--- src/hw/rtl/sb1d_pkg.sv ---
`timescale 1ns / 1ps
package sb1d_pkg;

  // fixed field widths
  localparam int unsigned SAMPLE_BITS = 8;
  localparam int unsigned RADIUS_W = 4;
  localparam int unsigned SEEN_W = 4;

  // defaults, reset values and limits
  localparam int unsigned MAX_RADIUS_DEF = 8;
  localparam logic [RADIUS_W-1:0] RADIUS_RST = 4'd2;
  localparam logic [SEEN_W-1:0] SEEN_MAX = 4'd15;

  typedef enum logic [2:0] {
    ST_IDLE,
    ST_ACC,
    ST_TAIL,
    ST_DIV,
    ST_EMIT
  } state_e;

endpackage

--- src/hw/rtl/sb1d_in_if.sv ---
`timescale 1ns / 1ps
interface sb1d_in_if;
  logic                             valid;
  logic                             ready;
  logic [sb1d_pkg::SAMPLE_BITS-1:0] sample;
  logic                             last_in;

  modport source (output valid, output sample, output last_in, input ready);
  modport sink (input valid, input sample, input last_in, output ready);
endinterface

--- src/hw/rtl/sb1d_out_if.sv ---
`timescale 1ns / 1ps
interface sb1d_out_if;
  logic                             valid;
  logic                             ready;
  logic [sb1d_pkg::SAMPLE_BITS-1:0] blurred;
  logic                             last_out;

  modport source (output valid, output blurred, output last_out, input ready);
  modport sink (input valid, input blurred, input last_out, output ready);
endinterface

--- src/hw/rtl/sb1d_cfg_if.sv ---
`timescale 1ns / 1ps
interface sb1d_cfg_if;
  logic                          valid;
  logic                          ready;
  logic [sb1d_pkg::RADIUS_W-1:0] radius;

  modport source (output valid, output radius, input ready);
  modport sink (input valid, input radius, output ready);
endinterface

--- src/hw/rtl/sb1d_div.sv ---
`timescale 1ns / 1ps
module sb1d_div #(
  parameter int unsigned MAX_RADIUS = sb1d_pkg::MAX_RADIUS_DEF,
  localparam int unsigned DIV_W = $clog2((MAX_RADIUS + 1) * (MAX_RADIUS + 1) + 1),
  localparam int unsigned SUM_W =
    $clog2((MAX_RADIUS + 1) * (MAX_RADIUS + 1) * ((1 << sb1d_pkg::SAMPLE_BITS) - 1) + 1)
) (
  input  logic                             clk_i,
  input  logic                             rst_ni,
  input  logic                             start_i,
  input  logic [SUM_W-1:0]                 dividend_i,
  input  logic [DIV_W-1:0]                 divisor_i,
  output logic                             done_o,
  output logic [sb1d_pkg::SAMPLE_BITS-1:0] quot_o
);
  import sb1d_pkg::*;

  localparam int unsigned REM_W = DIV_W + SAMPLE_BITS;
  localparam int unsigned CNT_W = $clog2(SAMPLE_BITS + 1);

  logic [REM_W-1:0]       rem_q;
  logic [REM_W-1:0]       den_q;
  logic [SAMPLE_BITS-1:0] quot_q;
  logic [CNT_W-1:0]       cnt_q;
  logic                   busy_q;
  logic                   done_q;
  logic                   ge;

  // quotient is known to fit in SAMPLE_BITS, so start with the divisor
  // aligned to the top quotient bit
  assign ge = rem_q >= den_q;

  always_ff @(posedge clk_i or negedge rst_ni) begin
    if (!rst_ni) begin
      busy_q <= 1'b0;
      done_q <= 1'b0;
      cnt_q  <= '0;
    end else begin
      done_q <= busy_q && (cnt_q == CNT_W'(1));
      if (start_i) begin
        busy_q <= 1'b1;
        cnt_q  <= CNT_W'(SAMPLE_BITS);
      end else if (busy_q) begin
        cnt_q <= cnt_q - CNT_W'(1);
        if (cnt_q == CNT_W'(1)) begin
          busy_q <= 1'b0;
        end
      end
    end
  end

  always_ff @(posedge clk_i) begin
    if (start_i) begin
      rem_q  <= REM_W'(dividend_i);
      den_q  <= REM_W'(divisor_i) << (SAMPLE_BITS - 1);
      quot_q <= '0;
    end else if (busy_q) begin
      if (ge) begin
        rem_q <= rem_q - den_q;
      end
      den_q  <= den_q >> 1;
      quot_q <= SAMPLE_BITS'({quot_q, ge});
    end
  end

  assign done_o = done_q;
  assign quot_o = quot_q;

endmodule

--- src/hw/rtl/stack_blur_1d.sv ---
`timescale 1ns / 1ps
// a result word passes ST_ACC, ST_TAIL, ST_DIV and ST_EMIT; no input is taken meanwhile
// each result takes 2r+1 ring reads, a weighted accumulate, a bit-serial divide and an output load
// a word that yields no result leaves the block idle; the last word of a line yields up to r+1
// throughput is bound by the single read port of the sample ring and the bit-serial divider
// reset: radius goes to 2, streaming state clears, ring entries read as zero via valid bits
module stack_blur_1d #(
  parameter int unsigned MAX_RADIUS = sb1d_pkg::MAX_RADIUS_DEF
) (
  input  logic       clk_i,
  input  logic       rst_ni,
  sb1d_cfg_if.sink   cfg_i,
  sb1d_in_if.sink    in_i,
  sb1d_out_if.source out_o
);
  import sb1d_pkg::*;

  localparam int unsigned DEPTH = 2 * MAX_RADIUS + 1;
  localparam int unsigned AW = $clog2(DEPTH);
  // index arithmetic needs one extra bit for the wrap
  localparam int unsigned CW = AW + 1;
  // weight is at most r+1
  localparam int unsigned W_W = $clog2(MAX_RADIUS + 2);
  localparam int unsigned DIV_W = $clog2((MAX_RADIUS + 1) * (MAX_RADIUS + 1) + 1);
  localparam int unsigned SUM_W =
    $clog2((MAX_RADIUS + 1) * (MAX_RADIUS + 1) * ((1 << SAMPLE_BITS) - 1) + 1);

  // ---------------------------------------------------------------
  // state
  // ---------------------------------------------------------------
  state_e state_q, state_d;

  logic [RADIUS_W-1:0]    radius_q;
  logic [AW-1:0]          pos_q;        // next ring slot to write
  logic [SEEN_W-1:0]      seen_q;       // words of this line, saturating
  logic [DEPTH-1:0]       ring_vld_q;   // entries written since the line began
  logic [AW-1:0]          j_q;          // tap index within the window, 0..2r
  logic [RADIUS_W-1:0]    dc_q;         // centre offset back from the newest word
  logic                   flush_q;      // working through the tail of a line

  // sample ring, one write and one registered read per cycle
  logic [SAMPLE_BITS-1:0] ring_mem [DEPTH];
  logic [SAMPLE_BITS-1:0] rd_data_q;
  logic                   rd_vld_q;

  // multiply-accumulate stage behind the ring read
  logic                   acc_vld_q;
  logic [W_W-1:0]         wt_q;
  logic [SUM_W-1:0]       wsum_q, wsum_d;

  // output register
  logic                   out_vld_q;
  logic [SAMPLE_BITS-1:0] blurred_q;
  logic                   last_q;

  // ---------------------------------------------------------------
  // handshakes
  // ---------------------------------------------------------------
  logic in_ready, in_acc, cfg_acc, slot_free;

  assign cfg_i.ready = 1'b1;
  assign cfg_acc     = cfg_i.valid & cfg_i.ready;
  // hold off input while a radius write is on the port
  assign in_ready    = (state_q == ST_IDLE) && !cfg_i.valid;
  assign in_i.ready  = in_ready;
  assign in_acc      = in_i.valid & in_ready;
  assign slot_free   = !out_vld_q || out_o.ready;

  // ---------------------------------------------------------------
  // radius clamp, tap addressing, weights and divisor
  // ---------------------------------------------------------------
  logic [RADIUS_W-1:0] r_eff;
  logic [CW-1:0]       r_ext, j_ext, span, absk, d_ext;
  logic [AW-1:0]       d, newest, rd_addr;
  logic [W_W-1:0]      weight, r1;
  logic [DIV_W-1:0]    divisor;

  assign r_eff = (radius_q > RADIUS_W'(MAX_RADIUS)) ? RADIUS_W'(MAX_RADIUS) : radius_q;
  assign r_ext = CW'(r_eff);
  assign j_ext = CW'(j_q);
  assign span  = CW'(dc_q) + r_ext;

  // taps newer than the newest word repeat it
  assign d_ext = (j_ext > span) ? '0 : span - j_ext;
  assign d     = AW'(d_ext);

  // triangular weight r+1-|k| with k = j-r
  assign absk   = (j_ext < r_ext) ? r_ext - j_ext : j_ext - r_ext;
  assign weight = W_W'(r_ext + CW'(1) - absk);

  assign newest  = (pos_q == '0) ? AW'(DEPTH - 1) : pos_q - AW'(1);
  assign rd_addr = (newest >= d) ? newest - d
                                 : AW'(CW'(newest) + CW'(DEPTH) - CW'(d));

  assign r1      = W_W'(r_ext + CW'(1));
  assign divisor = DIV_W'(r1) * DIV_W'(r1);

  // ---------------------------------------------------------------
  // control
  // ---------------------------------------------------------------
  logic                div_done;
  logic [SAMPLE_BITS-1:0] div_quot;
  logic                start_acc, issue, div_start, emit, line_clr;
  logic [RADIUS_W-1:0] dc_d;
  logic                flush_d;
  logic                want_out;
  logic                last_tap;

  assign want_out = in_i.last_in || (seen_q >= r_eff);
  assign last_tap = (j_q == AW'(r_ext << 1));

  always_comb begin
    state_d   = state_q;
    start_acc = 1'b0;
    issue     = 1'b0;
    div_start = 1'b0;
    emit      = 1'b0;
    line_clr  = cfg_acc;
    dc_d      = dc_q;
    flush_d   = flush_q;

    case (state_q)
      ST_IDLE: begin
        if (in_acc) begin
          flush_d = in_i.last_in;
          // on the last word, flush every centre still pending
          if (in_i.last_in) begin
            dc_d = (seen_q < r_eff) ? seen_q : r_eff;
          end else begin
            dc_d = r_eff;
          end
          if (want_out) begin
            start_acc = 1'b1;
            state_d   = ST_ACC;
          end
        end
      end
      ST_ACC: begin
        issue = 1'b1;
        if (last_tap) begin
          state_d = ST_TAIL;
        end
      end
      ST_TAIL: begin
        // last product lands in wsum_d this cycle
        div_start = 1'b1;
        state_d   = ST_DIV;
      end
      ST_DIV: begin
        if (div_done) begin
          state_d = ST_EMIT;
        end
      end
      ST_EMIT: begin
        if (slot_free) begin
          emit = 1'b1;
          if (flush_q && (dc_q != '0)) begin
            dc_d      = dc_q - RADIUS_W'(1);
            start_acc = 1'b1;
            state_d   = ST_ACC;
          end else begin
            line_clr = line_clr | flush_q;
            state_d  = ST_IDLE;
          end
        end
      end
      default: begin
        state_d = ST_IDLE;
      end
    endcase
  end

  always_ff @(posedge clk_i or negedge rst_ni) begin
    if (!rst_ni) begin
      state_q <= ST_IDLE;
    end else begin
      state_q <= state_d;
    end
  end

  // ---------------------------------------------------------------
  // line state: radius, ring position, valid bits, word count
  // ---------------------------------------------------------------
  always_ff @(posedge clk_i or negedge rst_ni) begin
    if (!rst_ni) begin
      radius_q   <= RADIUS_RST;
      pos_q      <= '0;
      seen_q     <= '0;
      ring_vld_q <= '0;
      dc_q       <= '0;
      flush_q    <= 1'b0;
      j_q        <= '0;
      acc_vld_q  <= 1'b0;
      rd_vld_q   <= 1'b0;
    end else begin
      if (cfg_acc) begin
        radius_q <= cfg_i.radius;
      end
      if (line_clr) begin
        pos_q      <= '0;
        seen_q     <= '0;
        ring_vld_q <= '0;
      end else if (in_acc) begin
        ring_vld_q[pos_q] <= 1'b1;
        pos_q  <= (pos_q == AW'(DEPTH - 1)) ? '0 : pos_q + AW'(1);
        if (seen_q != SEEN_MAX) begin
          seen_q <= seen_q + SEEN_W'(1);
        end
      end
      dc_q    <= dc_d;
      flush_q <= flush_d;
      if (start_acc) begin
        j_q <= '0;
      end else if (issue) begin
        j_q <= j_q + AW'(1);
      end
      acc_vld_q <= issue;
      // never-written entries of this line read as zero
      rd_vld_q  <= ring_vld_q[rd_addr];
    end
  end

  // ring write on accept, read every cycle; accepts and issued tap reads never share a cycle
  always_ff @(posedge clk_i) begin
    if (in_acc) begin
      ring_mem[pos_q] <= in_i.sample;
    end
    rd_data_q <= ring_mem[rd_addr];
  end

  // ---------------------------------------------------------------
  // weighted sum
  // ---------------------------------------------------------------
  logic [SAMPLE_BITS-1:0]     tap_val;
  logic [W_W+SAMPLE_BITS-1:0] term;

  assign tap_val = rd_vld_q ? rd_data_q : '0;
  assign term    = wt_q * tap_val;
  assign wsum_d  = acc_vld_q ? wsum_q + SUM_W'(term) : wsum_q;

  always_ff @(posedge clk_i) begin
    wt_q <= weight;
    if (start_acc) begin
      wsum_q <= '0;
    end else begin
      wsum_q <= wsum_d;
    end
  end

  // ---------------------------------------------------------------
  // divide by (r+1)^2
  // ---------------------------------------------------------------
  sb1d_div #(
    .MAX_RADIUS (MAX_RADIUS)
  ) u_div (
    .clk_i      (clk_i),
    .rst_ni     (rst_ni),
    .start_i    (div_start),
    .dividend_i (wsum_d),
    .divisor_i  (divisor),
    .done_o     (div_done),
    .quot_o     (div_quot)
  );

  // ---------------------------------------------------------------
  // output register
  // ---------------------------------------------------------------
  always_ff @(posedge clk_i or negedge rst_ni) begin
    if (!rst_ni) begin
      out_vld_q <= 1'b0;
    end else if (emit) begin
      out_vld_q <= 1'b1;
    end else if (out_o.ready) begin
      out_vld_q <= 1'b0;
    end
  end

  always_ff @(posedge clk_i) begin
    if (emit) begin
      blurred_q <= div_quot;
      last_q    <= flush_q && (dc_q == '0);
    end
  end

  assign out_o.valid    = out_vld_q;
  assign out_o.blurred  = blurred_q;
  assign out_o.last_out = last_q;

  // ---------------------------------------------------------------
  // checks
  // ---------------------------------------------------------------
`ifndef SYNTHESIS
  a_line_cleared: assert property (@(posedge clk_i) disable iff (!rst_ni)
    (state_q == ST_EMIT && slot_free && flush_q && dc_q == '0)
    |=> (pos_q == '0 && seen_q == '0 && ring_vld_q == '0))
    else $error("line state not cleared after final word");

  a_addr_range: assert property (@(posedge clk_i) disable iff (!rst_ni)
    (state_q == ST_ACC) |-> (CW'(rd_addr) < CW'(DEPTH)))
    else $error("ring read address out of range");

  a_weight_nonzero: assert property (@(posedge clk_i) disable iff (!rst_ni)
    (state_q == ST_ACC) |-> (weight != '0))
    else $error("zero tap weight inside window");

  a_div_done_state: assert property (@(posedge clk_i) disable iff (!rst_ni)
    div_done |-> (state_q == ST_DIV))
    else $error("divider finished outside divide state");
`endif

endmodule
--- src/flat_wrapper.sv ---
// flat-port wrapper written by rule: the top's interface ports become plain ports
module stack_blur_1d_flat import sb1d_pkg::*;
#(
  parameter int unsigned MAX_RADIUS = sb1d_pkg::MAX_RADIUS_DEF
)
  (clk_i, rst_ni, cfg_i_valid, cfg_i_radius, cfg_i_ready, in_i_valid, in_i_sample, in_i_last_in, in_i_ready, out_o_valid, out_o_blurred, out_o_last_out, out_o_ready);
  sb1d_cfg_if cfg_i_i ();
  sb1d_in_if in_i_i ();
  sb1d_out_if out_o_i ();
  input  logic clk_i;
  input  logic rst_ni;
  input wire logic [$bits(cfg_i_i.valid)-1:0] cfg_i_valid;
  input wire logic [$bits(cfg_i_i.radius)-1:0] cfg_i_radius;
  output wire logic [$bits(cfg_i_i.ready)-1:0] cfg_i_ready;
  input wire logic [$bits(in_i_i.valid)-1:0] in_i_valid;
  input wire logic [$bits(in_i_i.sample)-1:0] in_i_sample;
  input wire logic [$bits(in_i_i.last_in)-1:0] in_i_last_in;
  output wire logic [$bits(in_i_i.ready)-1:0] in_i_ready;
  output wire logic [$bits(out_o_i.valid)-1:0] out_o_valid;
  output wire logic [$bits(out_o_i.blurred)-1:0] out_o_blurred;
  output wire logic [$bits(out_o_i.last_out)-1:0] out_o_last_out;
  input wire logic [$bits(out_o_i.ready)-1:0] out_o_ready;
  assign cfg_i_i.valid = cfg_i_valid;
  assign cfg_i_i.radius = cfg_i_radius;
  assign cfg_i_ready = cfg_i_i.ready;
  assign in_i_i.valid = in_i_valid;
  assign in_i_i.sample = in_i_sample;
  assign in_i_i.last_in = in_i_last_in;
  assign in_i_ready = in_i_i.ready;
  assign out_o_valid = out_o_i.valid;
  assign out_o_blurred = out_o_i.blurred;
  assign out_o_last_out = out_o_i.last_out;
  assign out_o_i.ready = out_o_ready;
  stack_blur_1d #(.MAX_RADIUS(MAX_RADIUS)) u_core (.clk_i(clk_i), .rst_ni(rst_ni), .cfg_i(cfg_i_i), .in_i(in_i_i), .out_o(out_o_i));
endmodule
--- config.mk ---
export PLATFORM = sky130hd
export DESIGN_NAME = stack_blur_1d_flat
export DESIGN_NICKNAME = d
export VERILOG_FILES = /design/src/hw/rtl/sb1d_pkg.sv /design/src/hw/rtl/sb1d_in_if.sv /design/src/hw/rtl/sb1d_out_if.sv /design/src/hw/rtl/sb1d_cfg_if.sv /design/src/hw/rtl/sb1d_div.sv /design/src/hw/rtl/stack_blur_1d.sv /design/src/flat_wrapper.sv
export SDC_FILE = /design/constraint.sdc
export NUM_CORES = 1
export LEC_CHECK = 0
export BUFFER_PORTS_ARGS = -buffer_cell sky130_fd_sc_hd__buf_2
export CAP_MARGIN = 10
export CORE_ASPECT_RATIO = 0.75
export CORE_UTILIZATION = 50
export DETAILED_ROUTE_END_ITERATION = 8
export PLACE_DENSITY = 0.66
export SYNTH_ARGS = -nofsm -noshare
export SYNTH_HDL_FRONTEND = slang
export SYNTH_SLANG_ARGS = --single-unit
--- constraint.sdc ---
create_clock -name clk_i -period 5.53 [get_ports clk_i]
set_input_delay 1.106 -clock clk_i [delete_from_list [all_inputs] [get_ports clk_i]]
set_output_delay 1.106 -clock clk_i [all_outputs]
set_load 0.01 [all_outputs]
* Word level (Yosys, flattened, before mapping)
Memories as Yosys holds them, arrays and structs flattened. A register that Yosys moved wholly into a read port is not among the register bits.
Index checks and enable logic that the tools add are counted.
** Word-level totals
- Register bits after elaboration :: 117
- Memories :: 1
- Word-level logic and storage cells :: 154
- Output and inout bits :: 12
- Memory bits (writable) :: 136
- Input port bits :: 18
** Operators by class
- Reductions and logical operators :: 25
- Order comparisons :: 10
- Mux-type cells :: 60
- Equal/unequal tests :: 14
- Bitwise operators :: 3
- $mul :: 2
- Add/sub/neg operators :: 17
** Memories
- u_core.ring_mem :: words 17, width 8, read ports 1, clocked after Yosys merged registers in 1, wr ports 1, RTL line stack_blur_1d.sv:42 : logic [SAMPLE_BITS-1:0] ring_mem [DEPTH];
** Operators with widths (number)
- two-way mux 15 bit :: 4
- two-way mux 4 bit :: 12
- two-way mux 5 bit :: 8
- two-way mux 17 bit :: 2
- two-way mux 14 bit :: 2
- two-way mux 1 bit :: 21
- OR 17 bit :: 1
- adder 15 x 12 -> 15 bit :: 1
- greater-or-equal comparator 15 x 14 -> 1 bit :: 1
- two-way mux 3 bit :: 5
- one-hot mux 3 bit (5 select lines) :: 1
- subtractor 15 x 14 -> 15 bit :: 1
- subtractor 5 bit :: 3
- nonzero test 2 bit :: 7
- < comparator 5 x 6 -> 1 bit, second input constant :: 2
- multiplier 4 x 8 -> 12 bit :: 1
- subtractor 4 bit :: 3
- adder 5 x 1 -> 5 bit, second input constant :: 2
- != test 2 x 1 -> 1 bit, second input constant :: 5
- adder 4 x 1 -> 4 bit, second input constant :: 2
- two-way mux 8 bit :: 1
- one-hot mux 4 bit (2 select lines) :: 1
- subtractor 4 x 1 -> 4 bit, second input constant :: 2
- multiplier 4 x 4 -> 7 bit :: 1
- other kinds (33) :: 42

* Depth between registers and ports, before layout
- Depth after elaboration :: 9
- Mapped depth :: 25
- Mapped depth without buffers :: 22

* Hierarchy
A second synthesis with hierarchy kept.
** Second synthesis, totals
- Cells, all modules :: 1220
- Area total of the unflattened synthesis :: 14199.9 sq um
** By module, submodules not included
- stack_blur_1d :: cells each 981, instances 1, seq. area each 6047.0 sq um, area each 11775.0 sq um
- sb1d_div :: cells each 239, instances 1, seq. area each 1111.1 sq um, area each 2424.8 sq um

* Least setup slack after synthesis
No wires, ideal clock.
- Path kind :: reg-to-reg
- Start :: register u_core.radius_q[3]
- End :: register u_core.rd_vld_q
- Clock period less this slack :: 4907 ps
- Library setup time :: 120 ps
- Data required time :: 5410 ps
- Path buffers :: 3
- Arrival :: 4787 ps
- Stages on the path, launching flop included :: 24
- Slack :: 623 ps
- Path through :: dfrtp_1 clkbuf_1 nor2b_1 clkbuf_1 ha_1 fa_1 ha_1 nor2b_1 o21ai_0 nand2b_1 a21o_1 a21o_1 nand2_1 ha_1 inv_1 fa_1 o21ai_1 nor2_2 mux2_4 buf_6 mux2_4 nor3b_2 o31ai_1 a31o_1
** On the way
- Longest elaborated chain between the ends :: 9
- Elaborated cells on any way between the ends :: 12
- Those cells by class :: add/sub (4); order compare (3); mux (5)
** RTL lines
- from (decl) :: RTL line stack_blur_1d.sv:33 : logic [RADIUS_W-1:0] radius_q;
- from (signal assigned) :: RTL line stack_blur_1d.sv:197 : radius_q <= cfg_i.radius;
- greater-than comparator 4 bit :: RTL line stack_blur_1d.sv:78 : assign r_eff = (radius_q > RADIUS_W'(MAX_RADIUS)) ? RADIUS_W'(MAX_RADIUS) : radius_q;
- two-way mux 4 bit (*) :: RTL line stack_blur_1d.sv:78
- adder 4 x 4 -> 5 bit (*) :: RTL line stack_blur_1d.sv:81 : assign span = CW'(dc_q) + r_ext;
- subtractor 5 bit / greater-than comparator 5 bit (equally long branches) :: RTL line stack_blur_1d.sv:84 : assign d_ext = (j_ext > span) ? '0 : span - j_ext;
- two-way mux 5 bit (*) :: RTL line stack_blur_1d.sv:84
- subtractor 5 bit (tied with other cells) :: RTL line stack_blur_1d.sv:93 : : AW'(CW'(newest) + CW'(DEPTH) - CW'(d));
- two-way mux 5 bit (*) :: RTL line stack_blur_1d.sv:92 : assign rd_addr = (newest >= d) ? newest - d
- binary-select mux 1 bit (select 5 bit) (*) :: RTL line stack_blur_1d.sv:219 : rd_vld_q <= ring_vld_q[rd_addr];
- two-way mux 1 bit (implied by the code) (*) :: RTL line stack_blur_1d.sv:219
- to (signal assigned) :: RTL line stack_blur_1d.sv:219
- to (decl) :: RTL line stack_blur_1d.sv:44 : logic rd_vld_q;
Every way passes the cells marked *; elsewhere a longest branch is shown, timed or not. The select of a mux whose other input is x is not followed.
A chain may end at the register's enable or synchronous reset.

* Worst setup path in the final report
- Start :: register u_core.rd_vld_q
- End :: register u_core.u_div.rem_q[14] (data pin)
** On the way
- Longest elaborated chain between the ends :: 5
** RTL lines
- two-way mux 8 bit :: RTL line stack_blur_1d.sv:237 : assign tap_val = rd_vld_q ? rd_data_q : '0;
- multiplier 4 x 8 -> 12 bit :: RTL line stack_blur_1d.sv:238 : assign term = wt_q * tap_val;
- adder 15 x 12 -> 15 bit :: RTL line stack_blur_1d.sv:239 : assign wsum_d = acc_vld_q ? wsum_q + SUM_W'(term) : wsum_q;
- two-way mux 15 bit :: RTL line stack_blur_1d.sv:239
- two-way mux 15 bit :: RTL line sb1d_div.sv:53 : if (start_i) begin
- to (signal assigned) :: RTL line sb1d_div.sv:54 : rem_q <= REM_W'(dividend_i);
- to (signal assigned) :: RTL line sb1d_div.sv:59 : rem_q <= rem_q - den_q;
- to (decl) :: RTL line sb1d_div.sv:21 : logic [REM_W-1:0] rem_q;
No other way between the ends.

==> impl_metrics.tcl <==
set metrics [dict create \
    grt_pass1_vias 8942 \
    dr.pass1.iters 5 \
    nNetsFinal 1380 \
    post-place-ws_ps 261 \
    io_pins 30 \
    hold_violations 0 \
    fillers 2289 \
    synth_nets 1356 \
    syn_area_mm2 0.0139 \
    fin_crit_ps 5140 \
    core-area_mm2 0.0272 \
    arrival_ps 5430 \
    drc_errors 0 \
    synthTopCellsByArea "edfxtp_1, dfrtp_1, mux2i_1" \
    critPathRequiredTime_ps 5820 \
    insertion_delay_ps 540 \
    relSlewSlack_pct 18.4 \
    finalWirelength_um 29800 \
    vias 9091 \
    htreeDepth 1 \
    grt_use_total_pct 21.4 \
    timing.rr.end "u_core.u_div.rem_q[14]$_DFFE_PP_" \
    worstPathMaxFanout 23 \
    cts.sinks 261 \
    min_to "u_core.out_o.blurred[7]$_DFFE_PP_" \
    end_kind "register" \
    postSynthCellCount 1223 \
    clock_path_buffers 3 \
    hold_start "u_core.u_div.quot_o[7]$_SDFFE_PP0P_" \
    yosysTopAreaCell "edfxtp_1" \
    whs_path_depth 0 \
    worstMarginPinSlew_ps 1220 \
    cts.hold.buffers_added 0 \
    grt_pass1_wl_um 48400 \
    cts_resized 0 \
    cap_violations 0 \
    status "completed" \
    slew_violations 0 \
    die_y_um 147 \
    ys_seq_area_share_pct 51.3 \
    die_w_um 195 \
    setup_slack_ps 385 \
    synth_edf_count 167 \
    ys_top_cells_by_count "edfxtp_1, nor2_1, mux2i_1" \
    place_hpwl_um 21000 \
    period_share_pct 93.0 \
    reg2reg_slack_ps 390 \
    cts_tree "built" \
    reg2reg_from "u_core.rd_vld_q$_DFF_PN0_" \
    finalSetupTns_ps 0 \
    synth.most_common_cell "edfxtp_1" \
    critPathKind "reg -> reg" \
    start_util_pct 51.3 \
    diodes 0 \
    setup_viol_count_final 0 \
    cts_made_buffers 27 \
    ant_nets 0 \
    async_reset_ff_share_pct 19.9 \
    avgSynthCellArea_um2 11.4 \
    wl_per_cell_um 18.4 \
    reg2reg_depth 15 \
    antenna_found_initial 0 \
    drive_above_1_share_pct 9.00 \
    place_congestion 0.859 \
    viasPerCell 5.62 \
    synth_cell_type_count 71 \
    die_area_mm2 0.0286 \
    clockRootBuffer "clkbuf_16" \
    portBuffers 28 \
    grt_overflow_total 0 \
    rows 52 \
    synth_seq_cells 261 \
    yosys_warnings 0 \
    rsz0062_at_grt "no" \
    hold_path_class "reg -> reg" \
    cts_setup_buffers 0 \
    clk_pin_slew_ps 70 \
    drt_iter0_markers 622 \
    synth_flop_cell "edfxtp_1" \
    areaGrowthSynthToFinish_pct 10.0 \
    skew_ps 9.42 \
    synth_top_area_share_pct 36.0 \
    crit_path_start_kind "register" \
    clock.fmax_mhz 194 \
    grt_max_degree 53 \
]
-- critical path, stage by stage, from the launching register on --
cell	delay [ps]
dfrtp_2	560
and2_1	330
nand2_1	120
fa_1	540
inv_1	50
fa_1	560
fa_1	420
ha_1	340
o21ai_0	290
a21boi_0	150
o22ai_1	360
o21ai_1	190
o21a_1	200
o311ai_0	460
xor2_1	240
mux2i_1	90
-- stage by stage --
stage | std cells | area, um^2 | hold slack [ps] | util (%)
4_1_cts | 1618 | 15300 | 439 | 56.4
5_1_grt | 1618 | 15300 | 457 | 56.4
3_5_place_dp | 1569 | 14400 | 423 | 53.0
6_report | 1618 | 15300 | 436 | 56.4
2_1_floorplan | 1223 | 13900 | 408 | -
3_3_place_gp | 1569 | 14400 | 421 | 53.0
-- how the worst max path moves through the flow --
stage | startpoint | endpoint | slack, ps | cells past startpoint
finish | u_core.rd_vld_q$_DFF_PN0_ | u_core.u_div.rem_q[14]$_DFFE_PP_ | 390 | 15
global route | u_core.radius_q[3]$_DFFE_PN0P_ | u_core.rd_data_q[4]$_DFF_P_ | 20 | 21
CTS | u_core.rd_vld_q$_DFF_PN0_ | u_core.u_div.rem_q[14]$_DFFE_PP_ | 270 | 14
detailed placement | u_core.rd_vld_q$_DFF_PN0_ | u_core.u_div.rem_q[14]$_DFFE_PP_ | 260 | 14
global placement | u_core.rd_vld_q$_DFF_PN0_ | u_core.u_div.rem_q[14]$_DFFE_PP_ | 340 | 14
floorplan | u_core.radius_q[3]$_DFFE_PN0P_ | u_core.rd_vld_q$_DFF_PN0_ | 620 | 23
-- state kept, by name, summed over array words and instances, names as in the netlist, 8 cells and up --
name and count:
u_core.u_div.quot_o 8, u_core.out_o.blurred 8, u_core.wsum_q 15, u_core.u_div.den_q 14, u_core.rd_data_q 8, u_core.ring_mem 136
u_core.u_div.rem_q 15, u_core.ring_vld_q 17
-- cell usage in the layout, fill, tap and decap left out, types with 11 or more instances in the layout --
cell type,synthesis,layout
nor3_1,18,17
xor2_1,18,18
nand2_1,74,74
and3_1,18,18
dfrtp_1,51,50
buf_2,6,28
a31oi_1,11,11
dfxtp_1,42,42
inv_1,92,92
o22ai_1,13,13
o221ai_1,17,17
nand2b_1,12,12
ha_1,84,84
buf_4,7,13
a21o_1,20,20
mux2i_1,113,113
clkbuf_16,0,27
edfxtp_1,167,167
fa_1,31,31
a21oi_1,44,44
nor2_1,155,155
o21ai_0,30,30
a211oi_1,14,14
nor2b_1,13,12
nand3_1,23,23
xnor2_1,35,35
-- metal layers --
| metal | vias to the layer above | routed length (um) | GRT usage (%) |
|---|---|---|---|
| li1 | 4387 | - | - |
| met3 | 30 | 1540 | 2.96 |
| met5 | - | 0 | 0 |
| met4 | 0 | 439 | 3.62 |
| met2 | 179 | 12700 | 32.3 |
| met1 | 4495 | 15100 | 33.2 |
-- cells by family (layout without fill, tap and decap cells) --
group                      after synthesis  count (layout)  share of synthesized area [%]
buffers and inverters                  140             184                           4.12
and+or+nand+nor                        343             343                           11.0
muxes                                  126             126                           9.38
AOI/OAI and AO/OA                      184             184                           8.77
xor gates and xnor gates                53              53                           3.33
other                                    1               1                         0.0269
DFF                                    261             261                           51.3
adders and majority gates              115             115                           12.0
-- area by class of cell --
type	instances	area, um^2	share of cell area, %
timing repair buffer	42	258	1.68
clock inverter	18	194	1.26
tap	351	439	2.86
sequential	261	7160	46.7
inverter	93	349	2.28
clock buffer	31	711	4.63
multi-input combinational	822	6230	40.6
Power is not shown: default switching activity piles up to over one toggle a cycle in this logic, so the estimate is an artifact.
